==> config.mk <==
export PLATFORM = sky130hd
export DESIGN_NAME = keyed_deque_with_min_extract_core
export DESIGN_NICKNAME = d
export VERILOG_FILES = /design/src/sv/kdq_pkg.sv /design/src/sv/keyed_deque_with_min_extract_core.sv /design/src/sv/kdq_cell.sv
export SDC_FILE = /design/constraint.sdc
export NUM_CORES = 2
export LEC_CHECK = 0
export ABC_AREA = 0
export BUFFER_PORTS_ARGS = -buffer_cell sky130_fd_sc_hd__buf_2
export CAP_MARGIN = 20
export CORE_ASPECT_RATIO = 0.9
export CORE_MARGIN = 2
export CORE_UTILIZATION = 45
export CTS_BUF_LIST = sky130_fd_sc_hd__clkbuf_16
export DETAILED_ROUTE_END_ITERATION = 8
export GPL_TIMING_DRIVEN = 0
export PLACE_DENSITY = 0.63
export SLEW_MARGIN = 30
export SYNTH_ARGS = -nofsm -noshare
export SYNTH_HDL_FRONTEND = slang
export SYNTH_SLANG_ARGS = --single-unit
==> constraint.sdc <==
create_clock -name clock -period 10.25 [get_ports clock]
set_clock_uncertainty 0.15 [all_clocks]
set_input_delay 3.075 -clock clock [delete_from_list [all_inputs] [get_ports clock]]
set_output_delay 3.075 -clock clock [all_outputs]
set_load 0.01 [all_outputs]
==> src/sv/kdq_pkg.sv <==
// ---------------------------------------------------------------------------
// kdq_pkg: shared types and codes for the keyed deque core
// Holds the request and response item formats, operation and status codes,
// the per-cell command format and the scan token that walks the cell row.
// ---------------------------------------------------------------------------
package kdq_pkg;

   // Default number of entries
   localparam int DEPTH_DEF = 16;

   // Operation codes
   localparam logic [3:0] OP_PUSH_FRONT = 4'd0;
   localparam logic [3:0] OP_PUSH_BACK  = 4'd1;
   localparam logic [3:0] OP_POP_FRONT  = 4'd2;
   localparam logic [3:0] OP_POP_BACK   = 4'd3;
   localparam logic [3:0] OP_PEEK_FRONT = 4'd4;
   localparam logic [3:0] OP_PEEK_BACK  = 4'd5;
   localparam logic [3:0] OP_FIND_KEY   = 4'd6;
   localparam logic [3:0] OP_REMOVE_KEY = 4'd7;
   localparam logic [3:0] OP_FIND_MIN   = 4'd8;
   localparam logic [3:0] OP_REMOVE_MIN = 4'd9;

   // Status codes
   localparam logic [1:0] STS_OK   = 2'd0;
   localparam logic [1:0] STS_NONE = 2'd1;
   localparam logic [1:0] STS_FULL = 2'd2;

   typedef struct packed {
      logic [3:0]         opcode;
      logic signed [31:0] key;
      logic [31:0]        payload;
   } req_type;

   typedef struct packed {
      logic [1:0]         status;
      logic signed [31:0] found_key;
      logic [31:0]        found_payload;
      logic [4:0]         entry_count;
   } rsp_type;

   // What every cell does with its entry this cycle
   typedef enum logic [1:0] {
      CMD_HOLD,
      CMD_SHIFT_UP,
      CMD_WRITE_AT,
      CMD_CLOSE_AT
   } cell_cmd_type;

   // Which entry the scan token picks up
   typedef enum logic [1:0] {
      SCAN_FRONT,
      SCAN_BACK,
      SCAN_FIND,
      SCAN_MIN
   } scan_mode_type;

   // Broadcast control from the sequencer to all cells
   typedef struct packed {
      cell_cmd_type       cmd;
      scan_mode_type      mode;
      logic signed [31:0] key;
      logic [31:0]        payload;
   } cell_ctl_type;

   // Scan token handed from cell to cell
   typedef struct packed {
      logic               valid;
      logic               hit;
      logic signed [31:0] key;
      logic [31:0]        payload;
   } token_type;

   // Operations that need a sweep over the cells
   function automatic logic is_scan_op(input logic [3:0] opcode);
      logic res;
      case (opcode) inside
         OP_POP_FRONT, OP_POP_BACK, OP_PEEK_FRONT, OP_PEEK_BACK,
         OP_FIND_KEY, OP_REMOVE_KEY, OP_FIND_MIN, OP_REMOVE_MIN: res = 1'b1;
         default: res = 1'b0;
      endcase
      return res;
   endfunction

   // Operations that take the found entry out
   function automatic logic is_remove_op(input logic [3:0] opcode);
      logic res;
      case (opcode) inside
         OP_POP_FRONT, OP_POP_BACK, OP_REMOVE_KEY, OP_REMOVE_MIN: res = 1'b1;
         default: res = 1'b0;
      endcase
      return res;
   endfunction

   // Scan selection for a sweep operation
   function automatic scan_mode_type scan_mode(input logic [3:0] opcode);
      scan_mode_type res;
      case (opcode) inside
         OP_POP_FRONT, OP_PEEK_FRONT: res = SCAN_FRONT;
         OP_POP_BACK, OP_PEEK_BACK:   res = SCAN_BACK;
         OP_FIND_KEY, OP_REMOVE_KEY:  res = SCAN_FIND;
         default:                     res = SCAN_MIN;
      endcase
      return res;
   endfunction

endpackage

==> src/sv/keyed_deque_with_min_extract_core.sv <==
// ---------------------------------------------------------------------------
// keyed_deque_with_min_extract_core: bounded deque with key and minimum search
// Holds up to DEPTH key/payload entries in a row of cells, front at cell 0.
//
// Usage: drive req_data and raise start while busy is low; the item is taken
// at that edge and busy rises. Exactly one result item follows on rsp_data,
// marked by a one-cycle rsp_strobe. busy falls in the cycle the strobe is
// high, so the next item may be taken at the edge that ends it.
// Pushes and unused opcodes go through the EXEC state to their result.
// Pops, peeks, key searches and minimum searches send a scan token down the
// cell row, one cell per cycle, and return once it leaves the last cell;
// removal closes the gap in the same edge that registers the result.
// Reset: synchronous, active high; the deque comes out empty (count zero).
// Entry contents are not cleared and need no clearing pass.
// The receiver cannot stall; rsp_data holds each result until the next one.
// ---------------------------------------------------------------------------
module keyed_deque_with_min_extract_core #(
   parameter int DEPTH = kdq_pkg::DEPTH_DEF
) (
   input  logic             clock,
   input  logic             reset,
   input  logic             start,
   output logic             busy,
   input  kdq_pkg::req_type req_data,
   output logic             rsp_strobe,
   output kdq_pkg::rsp_type rsp_data
);
   import kdq_pkg::*;

   localparam int IDX_W = $clog2(DEPTH);
   localparam int CNT_W = $clog2(DEPTH + 1);

   typedef enum logic [2:0] {
      IDLE = 3'b001,
      EXEC = 3'b010,
      SCAN = 3'b100
   } state_type;

   state_type          state_ff, state_in;
   req_type            req_ff, req_in;
   rsp_type            rsp_ff, rsp_in;
   logic               rsp_strobe_ff, rsp_strobe_in;
   logic               launch_ff, launch_in;
   logic [CNT_W-1:0]   count_ff, count_in;
   cell_ctl_type       ctl;
   logic [IDX_W-1:0]   ctl_index;
   logic               full;

   logic signed [31:0] cell_key     [DEPTH];
   logic [31:0]        cell_payload [DEPTH];
   token_type          tok          [DEPTH+1];
   logic [IDX_W-1:0]   tok_pos      [DEPTH+1];

   assign full = (count_ff == CNT_W'(DEPTH));

   // Token enters the row right after a sweep operation is taken
   assign tok[0]     = '{valid: launch_ff, hit: 1'b0, key: '0, payload: '0};
   assign tok_pos[0] = '0;

   // Cell row
   for (genvar i = 0; i < DEPTH; i++) begin : g_cell
      logic signed [31:0] prev_key, next_key;
      logic [31:0]        prev_payload, next_payload;

      if (i == 0) begin : g_head
         assign prev_key     = req_ff.key;
         assign prev_payload = req_ff.payload;
      end else begin : g_body
         assign prev_key     = cell_key[i-1];
         assign prev_payload = cell_payload[i-1];
      end

      if (i == DEPTH - 1) begin : g_tail
         assign next_key     = cell_key[i];
         assign next_payload = cell_payload[i];
      end else begin : g_inner
         assign next_key     = cell_key[i+1];
         assign next_payload = cell_payload[i+1];
      end

      kdq_cell #(
         .DEPTH (DEPTH),
         .INDEX (i)
      ) u_cell (
         .clock        (clock),
         .reset        (reset),
         .ctl          (ctl),
         .ctl_index    (ctl_index),
         .count        (count_ff),
         .prev_key     (prev_key),
         .prev_payload (prev_payload),
         .next_key     (next_key),
         .next_payload (next_payload),
         .key          (cell_key[i]),
         .payload      (cell_payload[i]),
         .tok_in       (tok[i]),
         .tok_pos_in   (tok_pos[i]),
         .tok_out      (tok[i+1]),
         .tok_pos_out  (tok_pos[i+1])
      );
   end

   // Sequencer
   always_comb begin
      state_in      = state_ff;
      req_in        = req_ff;
      rsp_in        = rsp_ff;
      rsp_strobe_in = 1'b0;
      launch_in     = 1'b0;
      count_in      = count_ff;
      ctl.cmd       = CMD_HOLD;
      ctl.mode      = scan_mode(req_ff.opcode);
      ctl.key       = req_ff.key;
      ctl.payload   = req_ff.payload;
      ctl_index     = '0;

      unique case (state_ff)
         IDLE: begin
            if (start) begin
               req_in = req_data;
               if (is_scan_op(req_data.opcode)) begin
                  state_in  = SCAN;
                  launch_in = 1'b1;
               end else begin
                  state_in = EXEC;
               end
            end
         end
         EXEC: begin
            state_in      = IDLE;
            rsp_strobe_in = 1'b1;
            rsp_in.status = STS_OK;
            if (req_ff.opcode == OP_PUSH_FRONT || req_ff.opcode == OP_PUSH_BACK) begin
               if (full) begin
                  rsp_in.status = STS_FULL;
               end else begin
                  count_in = count_ff + 1'b1;
                  if (req_ff.opcode == OP_PUSH_FRONT) begin
                     ctl.cmd = CMD_SHIFT_UP;
                  end else begin
                     ctl.cmd   = CMD_WRITE_AT;
                     ctl_index = IDX_W'(count_ff);
                  end
               end
            end
            rsp_in.found_key     = '0;
            rsp_in.found_payload = '0;
            rsp_in.entry_count   = 5'(count_in);
         end
         SCAN: begin
            if (tok[DEPTH].valid) begin
               state_in      = IDLE;
               rsp_strobe_in = 1'b1;
               if (tok[DEPTH].hit) begin
                  rsp_in.status        = STS_OK;
                  rsp_in.found_key     = tok[DEPTH].key;
                  rsp_in.found_payload = tok[DEPTH].payload;
                  if (is_remove_op(req_ff.opcode)) begin
                     ctl.cmd   = CMD_CLOSE_AT;
                     ctl_index = tok_pos[DEPTH];
                     count_in  = count_ff - 1'b1;
                  end
               end else begin
                  rsp_in.status        = STS_NONE;
                  rsp_in.found_key     = '0;
                  rsp_in.found_payload = '0;
               end
               rsp_in.entry_count = 5'(count_in);
            end
         end
         default: begin
            state_in = IDLE;
         end
      endcase
   end

   // Control registers
   always_ff @(posedge clock) begin
      if (reset) begin
         state_ff      <= IDLE;
         rsp_strobe_ff <= 1'b0;
         launch_ff     <= 1'b0;
         count_ff      <= '0;
      end else begin
         state_ff      <= state_in;
         rsp_strobe_ff <= rsp_strobe_in;
         launch_ff     <= launch_in;
         count_ff      <= count_in;
      end
   end

   // Item registers
   always_ff @(posedge clock) begin
      req_ff <= req_in;
      rsp_ff <= rsp_in;
   end

   assign busy       = (state_ff != IDLE);
   assign rsp_strobe = rsp_strobe_ff;
   assign rsp_data   = rsp_ff;

`ifndef SYNTHESIS
   a_count_bound: assert property (@(posedge clock) disable iff (reset)
      count_ff <= CNT_W'(DEPTH))
      else $error("entry count above depth");

   a_strobe_frees: assert property (@(posedge clock) disable iff (reset)
      rsp_strobe |-> !busy)
      else $error("result shown while still busy");

   a_token_in_scan: assert property (@(posedge clock) disable iff (reset)
      tok[DEPTH].valid |-> (state_ff == SCAN))
      else $error("scan token left the row outside a sweep");

   a_accept_busy: assert property (@(posedge clock) disable iff (reset)
      (start && !busy) |=> busy)
      else $error("accepted item did not raise busy");

   a_full_status: assert property (@(posedge clock) disable iff (reset)
      (rsp_strobe && rsp_data.status == STS_FULL) |-> full)
      else $error("full status while store not full");
`endif

endmodule

==> src/sv/kdq_cell.sv <==
// ---------------------------------------------------------------------------
// kdq_cell: one entry slot of the keyed deque
// Holds one key and payload, moves them to or from its neighbors on a
// broadcast command, and updates the scan token as it passes by.
// ---------------------------------------------------------------------------
module kdq_cell #(
   parameter int DEPTH = kdq_pkg::DEPTH_DEF,
   parameter int INDEX = 0,
   localparam int IDX_W = $clog2(DEPTH),
   localparam int CNT_W = $clog2(DEPTH + 1)
) (
   input  logic                   clock,
   input  logic                   reset,
   input  kdq_pkg::cell_ctl_type  ctl,
   input  logic [IDX_W-1:0]       ctl_index,
   input  logic [CNT_W-1:0]       count,
   input  logic signed [31:0]     prev_key,
   input  logic [31:0]            prev_payload,
   input  logic signed [31:0]     next_key,
   input  logic [31:0]            next_payload,
   output logic signed [31:0]     key,
   output logic [31:0]            payload,
   input  kdq_pkg::token_type     tok_in,
   input  logic [IDX_W-1:0]       tok_pos_in,
   output kdq_pkg::token_type     tok_out,
   output logic [IDX_W-1:0]       tok_pos_out
);
   import kdq_pkg::*;

   logic signed [31:0] key_ff, key_in;
   logic [31:0]        payload_ff, payload_in;
   token_type          tok_ff, tok_in_next;
   logic [IDX_W-1:0]   pos_ff, pos_in;
   logic               occupied;
   logic               is_last;
   logic               take;

   // Entry movement
   always_comb begin
      key_in     = key_ff;
      payload_in = payload_ff;
      case (ctl.cmd)
         CMD_SHIFT_UP: begin
            key_in     = prev_key;
            payload_in = prev_payload;
         end
         CMD_WRITE_AT: begin
            if (ctl_index == IDX_W'(INDEX)) begin
               key_in     = ctl.key;
               payload_in = ctl.payload;
            end
         end
         CMD_CLOSE_AT: begin
            if (IDX_W'(INDEX) >= ctl_index) begin
               key_in     = next_key;
               payload_in = next_payload;
            end
         end
         default: begin
         end
      endcase
   end

   // Decide whether this slot replaces the token's pick
   assign occupied = (CNT_W'(INDEX) < count);
   assign is_last  = (CNT_W'(INDEX + 1) == count);

   always_comb begin
      case (ctl.mode)
         SCAN_FRONT: take = occupied && (INDEX == 0);
         SCAN_BACK:  take = occupied && is_last;
         SCAN_FIND:  take = occupied && !tok_in.hit && (key_ff == ctl.key);
         default:    take = occupied && (!tok_in.hit || (key_ff < tok_in.key));
      endcase
   end

   always_comb begin
      tok_in_next = tok_in;
      pos_in      = tok_pos_in;
      if (tok_in.valid && take) begin
         tok_in_next.hit     = 1'b1;
         tok_in_next.key     = key_ff;
         tok_in_next.payload = payload_ff;
         pos_in              = IDX_W'(INDEX);
      end
   end

   // Entry storage
   always_ff @(posedge clock) begin
      key_ff     <= key_in;
      payload_ff <= payload_in;
      pos_ff     <= pos_in;
   end

   // Advance the token one slot
   always_ff @(posedge clock) begin
      if (reset) begin
         tok_ff <= '0;
      end else begin
         tok_ff <= tok_in_next;
      end
   end

   assign key         = key_ff;
   assign payload     = payload_ff;
   assign tok_out     = tok_ff;
   assign tok_pos_out = pos_ff;

endmodule

=== Yosys cells after proc, flatten, opt, wreduce, memory -nomap -nowiden ===
Index checks and enable logic that the tools add are counted.

* Bits in registers: 2278
* Word-level logic and storage cells: 589
* Output and inout bits: 73

* Add/subtract/negate cells: 2
* Reduce and logical (&&, ||, !) cells: 141
* Equal/unequal tests: 106
* Muxes and demuxes: 169
* Bitwise gates (word level): 3
* Magnitude comparators: 46

{| class="wikitable"
|+ Operator list
! cell !! number
|-
| 32-bit case mux with 3 select lines || 30
|-
| 32-bit 2-to-1 mux || 62
|-
| 65-bit 2-to-1 mux || 17
|-
| 32-bit == test || 16
|-
| 32-bit less-than comparator || 15
|-
| 71-bit case mux with 2 select lines || 1
|-
| 32-bit case mux with 2 select lines || 2
|-
| 1-bit logical AND || 78
|-
| 71-bit 2-to-1 mux || 1
|-
| 2-bit by 1-bit inequality test with 1-bit output (second input constant) || 32
|-
| 4-bit by 3-bit == test with 1-bit output (second input constant) || 12
|-
| 1-bit case mux with 3 select lines || 15
|-
| 3-bit AND reduction || 15
|-
| 4-bit == test (second input constant) || 11
|-
| 4-bit by 5-bit == test with 1-bit output (first input constant) || 8
|-
| 4-bit by 5-bit less-than comparator with 1-bit output (first input constant) || 8
|-
| 4-bit greater-or-equal comparator (first input constant) || 7
|-
| 5-bit 2-to-1 mux || 5
|-
| 4-bit by 2-bit == test with 1-bit output (second input constant) || 6
|-
| 4-bit 2-to-1 mux || 6
|-
| 3-bit by 5-bit == test with 1-bit output (first input constant) || 4
|-
| 3-bit by 5-bit less-than comparator with 1-bit output (first input constant) || 4
|-
| 2-bit 2-to-1 mux || 10
|-
| 3-bit by 4-bit greater-or-equal comparator with 1-bit output (first input constant) || 4
|-
| other kinds (37) || 98
|}

=== Logic depth before layout (Yosys ltp) ===
* Word-level depth: 13
* Mapped depth: 16

=== By module ===
From an unflattened synthesis, not the netlist that was laid out.

* Cell total of the unflattened synthesis: 12237
* Area total of the unflattened synthesis: 124450.6 um^2

{| class="wikitable"
|+ By module, submodules not included
! module !! seq. area each (um^2) !! cells an instance !! times used !! area an instance (um^2)
|-
| kdq_cell (g_cell[14].u_cell) || 3323.2 || 736 || 1 || 7526.0
|-
| kdq_cell (g_cell[10].u_cell) || 3323.2 || 748 || 1 || 7512.2
|-
| kdq_cell (g_cell[13].u_cell) || 3323.2 || 735 || 1 || 7507.2
|-
| kdq_cell (g_cell[1].u_cell) || 3323.2 || 734 || 1 || 7473.4
|-
| kdq_cell (g_cell[4].u_cell) || 3323.2 || 748 || 1 || 7463.4
|-
| kdq_cell (g_cell[9].u_cell) || 3323.2 || 743 || 1 || 7460.9
|-
| kdq_cell (g_cell[3].u_cell) || 3323.2 || 737 || 1 || 7459.7
|-
| kdq_cell (g_cell[5].u_cell) || 3323.2 || 742 || 1 || 7457.2
|-
| kdq_cell (g_cell[6].u_cell) || 3323.2 || 740 || 1 || 7452.1
|-
| kdq_cell (g_cell[8].u_cell) || 3323.2 || 745 || 1 || 7450.9
|-
| kdq_cell (g_cell[7].u_cell) || 3323.2 || 735 || 1 || 7444.6
|-
| kdq_cell (g_cell[2].u_cell) || 3323.2 || 740 || 1 || 7418.4
|-
| kdq_cell (g_cell[0].u_cell) || 3323.2 || 735 || 1 || 7414.6
|-
| kdq_cell (g_cell[11].u_cell) || 3323.2 || 735 || 1 || 7399.6
|-
| 3 more rows || -- || -- || -- || --
|}

=== Worst setup path after synthesis ===
Ideal clock, no wire load.

* Path type: register to register
* From: reg count_ff[0]
* To: reg g_cell[0].u_cell.key_ff[0] (enable)
* Setup slack: 0.682 ns
* Data required time: 9.439 ns
* Buffers on the path: 2
* Data arrival time: 8.757 ns
* Cell stages (with the launch flop): 10
* Library setup time: 0.661 ns
* Path through: dfxtp_1 -> buf_2 -> inv_1 -> ha_1 -> and4bb_2 -> or4_4 -> nor2_8 -> nor2_1 -> clkbuf_1 -> o41ai_1

* Longest elaborated chain between the ends: 7
* Elaborated cells on any way between the ends: 17
* Those cells by class: 1 x order compare; 6 x eq/ne; 7 x mux; 3 x reduce/logical

{| class="wikitable"
|+ RTL lines
! what !! RTL line !! text
|-
| start, declared || keyed_deque_with_min_extract_core.sv:44 || <nowiki>logic [CNT_W-1:0] count_ff, count_in;</nowiki>
|-
| start signal, assigned || keyed_deque_with_min_extract_core.sv:188 || <nowiki>count_ff <= count_in;</nowiki>
|-
| 5-bit == test or 4-bit 2-to-1 mux (tied branches) || keyed_deque_with_min_extract_core.sv:54, keyed_deque_with_min_extract_core.sv:138 ||
|-
| 4-bit 2-to-1 mux or 2-bit 2-to-1 mux (tied branches) || keyed_deque_with_min_extract_core.sv:134 || <nowiki>if (full) begin</nowiki>
|-
| 4-bit 2-to-1 mux or 2-bit 2-to-1 mux (tied branches) || keyed_deque_with_min_extract_core.sv:133 || <nowiki>if (req_ff.opcode == OP_PUSH_FRONT || req_ff.opcode == OP_PUSH_BACK) begin</nowiki>
|-
| 4-bit case mux with 2 select lines or 2-bit case mux with 2 select lines (tied branches) || keyed_deque_with_min_extract_core.sv:117 || <nowiki>unique case (state_ff)</nowiki>
|-
| 1-bit by 4-bit greater-or-equal comparator with 1-bit output (tied with other cells) || kdq_cell.sv:54 || <nowiki>if (IDX_W'(INDEX) >= ctl_index) begin</nowiki>
|-
| 2-bit by 1-bit inequality test with 1-bit output (no source line) or 3-bit nonzero test (tied branches) || -- ||
|-
| 3-bit AND reduction (no source line) (*) || -- ||
|-
| end signal, assigned || kdq_cell.sv:90 || <nowiki>key_ff <= key_in;</nowiki>
|-
| end, declared || kdq_cell.sv:30 || <nowiki>logic signed [31:0] key_ff, key_in;</nowiki>
|}

Every way passes the cells marked *; elsewhere a longest branch is shown, timed or not.
A chain may end at the register's enable or synchronous reset.

=== Worst setup path after layout ===
* From: reg count_ff[0]
* To: reg g_cell[0].u_cell.key_ff[10] (enable)

Same word-level chain as after synthesis.

==> insert_results.sql <==
INSERT INTO impl_metrics (metric_group, metric, value, unit) VALUES
('sta', 'worst_pin_slew', '1170', 'ps'),
('sta', 'final_hold_viol_count', '0', ''),
('clocking', 'number_of_buffers_added_for_setup_after_cts', '0', ''),
('grt', 'antenna_violations_before_repair', '40', ''),
('yosys', 'number_of_different_library_cells_in_the_post_synthesis_netlist', '88', ''),
('floorplanning', 'die_y', '469', 'µm'),
('clocking', 'worst_setup_hold_path_clk_slew', '60', 'ps'),
('grt', 'grtUsageTotal', '0.407', ''),
('route', 'vias_per_cell', '6.30', ''),
('worst_hold_path', 'type_of_the_worst_min_delay_path', 'flip-flop to flip-flop', ''),
('yosys', 'postSynth.asyncResetShare', '0', ''),
('grt', 'globalRouteOverflowTotal', '0', ''),
('layout', 'instances_no_fill', '13300', ''),
('yosys', 'post_synth.cell_area_avg', '11.5', 'µm²'),
('sta', 'grt_setup_unrepaired', 'no', ''),
('yosys', 'syn-instance-count', '9387', ''),
('clocking', 'tritoncts', 'built', ''),
('setup_path', 'worstSetupStartpointType', 'flip-flop', ''),
('sta', 'slew_viol_final', '0', ''),
('clocking', 'cts_max_level', '4', ''),
('yosys', 'postSynthNetCount', '9930', ''),
('pwr', 'powerDensity', '157', 'nW/µm²'),
('yosys', 'seq_area_frac_synth', '0.530', ''),
('place', 'gp_congestion', '1.05', ''),
('clocking', 'numCtsBuffers', '246', ''),
('floorplanning', 'fp.dieArea', '244000', 'µm²'),
('yosys', 'ys_flop_type', 'edfxtp_1', ''),
('grt', 'grt_pass1_wl', '674000', 'µm'),
('run', 'drv.max_cap_violation_count', '0', ''),
('yosys', 'count_of_flip_flops_with_a_built_in_enable_after_synthesis', '1163', ''),
('grt', 'grt_max_degree', '41', ''),
('layout', 'finalNetCount', '10400', ''),
('layout', 'area_growth', '14.1', '%'),
('route', 'route.detailed.drc', '0', ''),
('sta', 'worst_slack', '3040', 'ps'),
('clocking', 'clk_root_buffer_cell', 'clkbuf_16', ''),
('floorplanning', 'core_area', '238000', 'µm²'),
('floorplanning', 'ios', '144', ''),
('setup_path', 'worstSetupPathType', 'flip-flop to flip-flop', ''),
('place', 'buffer_ports.inserted', '142', ''),
('setup_path', 'cp.arrival', '7670', 'ps'),
('route', 'drt_first_pass_iters', '8', ''),
('sta', 'relSlewSlack', '0.222', ''),
('outcome', 'run_status', 'complete, but fails checks', ''),
('sta', 'max_freq', '139', 'MHz'),
('layout', 'layout-drive-gt1-share', '0.107', ''),
('place', 'dpl.hpwl', '420000', 'µm'),
('pwr', 'p_leak', '45.2', 'nW'),
('place', 'placed_insts', '12800', ''),
('floorplanning', 'rows', '170', ''),
('setup_path', 'worst_setup_path_end_kind', 'flip-flop', ''),
('route', 'postRouteWirelength', '510000', 'µm'),
('grt', 'grt_pass1_vias', '79000', ''),
('setup_path', 'worstPathRequired', '10710', 'ps'),
('route', 'first_iter_violations', '13000', ''),
('yosys', 'netlist_area', '108000', 'µm²'),
('sta', 'finalCritPeriodShare', '0.703', ''),
('place', 'dpl_worst_slack', '3180', 'ps'),
('route', 'antenna_violating_nets_post_route', '1', ''),
('outcome', 'violations', 'antenna violations', ''),
('clocking', 'worst_skew_pair.late_latency', '950', 'ps'),
('clocking', 'ctsHoldBuffers', '0', ''),
('yosys', 'synthesis.yosys.warnings', '0', ''),
('clocking', 'cts_sinks', '2278', ''),
('pwr', 'irDropWorstVdd', '0.000157', 'V'),
('floorplanning', 'die_w', '520', 'µm'),
('clocking', 'clock_path_buffers', '4', ''),
('route', 'route.detailed.wl_per_inst', '38.3', 'µm'),
('floorplanning', 'initial_utilization', '0.453', ''),
('sta', 'setup_viol', '0', ''),
('route', 'via_count', '83900', ''),
('yosys', 'yosys_register_bits', '2278', ''),
('sta', 'timing.final.crit_period', '7210', 'ps'),
('setup_path', 'timing.critical_path.fanout_max', '10', ''),
('clocking', 'cts_resized', '0', '');
[critical path, stage by stage, from the launching register on]
cell,delay [ps]
dfxtp_1,480
buf_2,360
inv_1,410
ha_1,490
and4bb_2,530
nor4_1,100
buf_2,320
nand2_1,760
o21ai_0,540
o41ai_2,840
buf_2,330
buf_2,220
buf_2,230
buf_2,220
buf_2,230
buf_2,200
buf_2,230
buf_2,200
[state kept, by name (all words and copies together), names as in the netlist, 4 cells and up]
register,cells
g_cell.u_cell.tok_out,1056
g_cell.u_cell.key,512
g_cell.u_cell.payload,512
rsp_data,71
g_cell.u_cell.tok_pos_out,49
g_cell.prev_key,32
g_cell.prev_payload,32
count_ff,5
req_ff,4
[power breakdown]
part	switching [mW]	internal, mW
logic	0.575	0.212
registers	0.0335	9.53
clock network	3.92	5.01
total	4.52	14.8
[worst paths after layout]
kind / slack (ps) / cells past startpoint / startpoint / to
min: 260 / 2 / g_cell[1].u_cell.tok_pos_out[0]$_DFF_P_ / g_cell[2].u_cell.tok_pos_out[0]$_SDFF_PP0_
min reg2reg: 260 / 2 / g_cell[1].u_cell.tok_pos_out[0]$_DFF_P_ / g_cell[2].u_cell.tok_pos_out[0]$_SDFF_PP0_
max reg2reg: 3040 / 17 / count_ff[0]$_SDFFE_PP0P_ / g_cell[0].u_cell.key[10]$_DFFE_PP_
max: 3040 / 17 / count_ff[0]$_SDFFE_PP0P_ / g_cell[0].u_cell.key[10]$_DFFE_PP_
[synth_stat cells, types with 20 or more instances]
| cell type | n | area, µm² |
|---|---|---|
| edfxtp_1 | 1163 | 34900 |
| dfxtp_1 | 1115 | 22300 |
| mux2i_1 | 964 | 9650 |
| a221o_1 | 904 | 9050 |
| nand2b_1 | 794 | 4970 |
| nor2_1 | 694 | 2610 |
| inv_1 | 513 | 1930 |
| ha_1 | 472 | 5910 |
| clkbuf_1 | 461 | 1730 |
| xnor2_1 | 334 | 2930 |
| nand2_1 | 326 | 1220 |
| a21oi_1 | 193 | 966 |
| buf_2 | 185 | 926 |
| xor2_1 | 158 | 1380 |
| nand4_1 | 145 | 907 |
| and2_1 | 138 | 863 |
| a21o_1 | 127 | 953 |
| o21ai_0 | 92 | 460 |
| nor4_1 | 62 | 388 |
| nand3_1 | 60 | 300 |
| and3_1 | 58 | 363 |
| nor2b_1 | 46 | 288 |
| nor3_1 | 38 | 190 |
| buf_4 | 34 | 255 |
| and4_1 | 26 | 228 |
| a221oi_1 | 23 | 201 |
| o21a_1 | 20 | 150 |
[area by class of cell]
cell class / instances / area, µm²
Antenna cell: 22 / 55.1
Buffer: 706 / 3290
Clock buffer: 252 / 6310
Clock inverter: 207 / 1580
Fill cell: 21300 / 115000
Inverter: 516 / 1940
Multi-Input combinational cell: 5887 / 45900
Sequential cell: 2278 / 57200
Tap cell: 3182 / 3980
Timing Repair Buffer: 270 / 2880
[per-layer routing]
metal / global-route usage / wire length, µm
met5: 0 / 48
met4: 0.217 / 31900
met3: 0.135 / 67100
met2: 0.564 / 202000
met1: 0.559 / 208000
[metrics by stage]
stage          utilization  setup TNS [ps]  hold slack [ps]  area (µm²)  power [mW]
6_report             0.517               0              255      123000        19.3
5_1_grt              0.516               0              267      123000        19.6
3_3_place_gp         0.472        -2136700              245      113000        10.5
3_5_place_dp         0.483               0              248      115000        10.5
4_1_cts              0.516               0              258      123000        19.3
2_1_floorplan            -               0              236      108000        10.1
[cell families after synthesis]
family | count (synthesis) | synth area share
AO/OA/AOI/OAI | 1504 | 0.120
multiplexers | 967 | 0.0897
flip-flops | 2278 | 0.530
XOR/XNOR | 492 | 0.0399
AND/OR/NAND/NOR | 2452 | 0.119
buffers and inverters | 1222 | 0.0466
adder cells (fa/ha/maj) | 472 | 0.0547
[cell usage in the layout (no fill, tap or decap), types with 26 or more instances in the layout]
cell type  count
nor2_1       680
buf_16        48
clkinv_1      64
nand3_1       60
xor2_1       158
buf_2        353
a21o_1       127
clkbuf_2     145
a221o_1      904
buf_4         60
and4_1        26
and3_1        58
and2_1       138
clkinv_2      52
a21oi_1      191
nor4_1        62
edfxtp_1    1163
xnor2_1      334
nor2b_1       46
nand2_1      324
mux2i_1      964
clkbuf_1     315
nor3_1        33
nand2b_1     794
nand4_1      145
o21ai_0       88
inv_1        558
dfxtp_1     1115
clkbuf_16    252
ha_1         472
No activity file was read; power rests on OpenSTA's default activity.
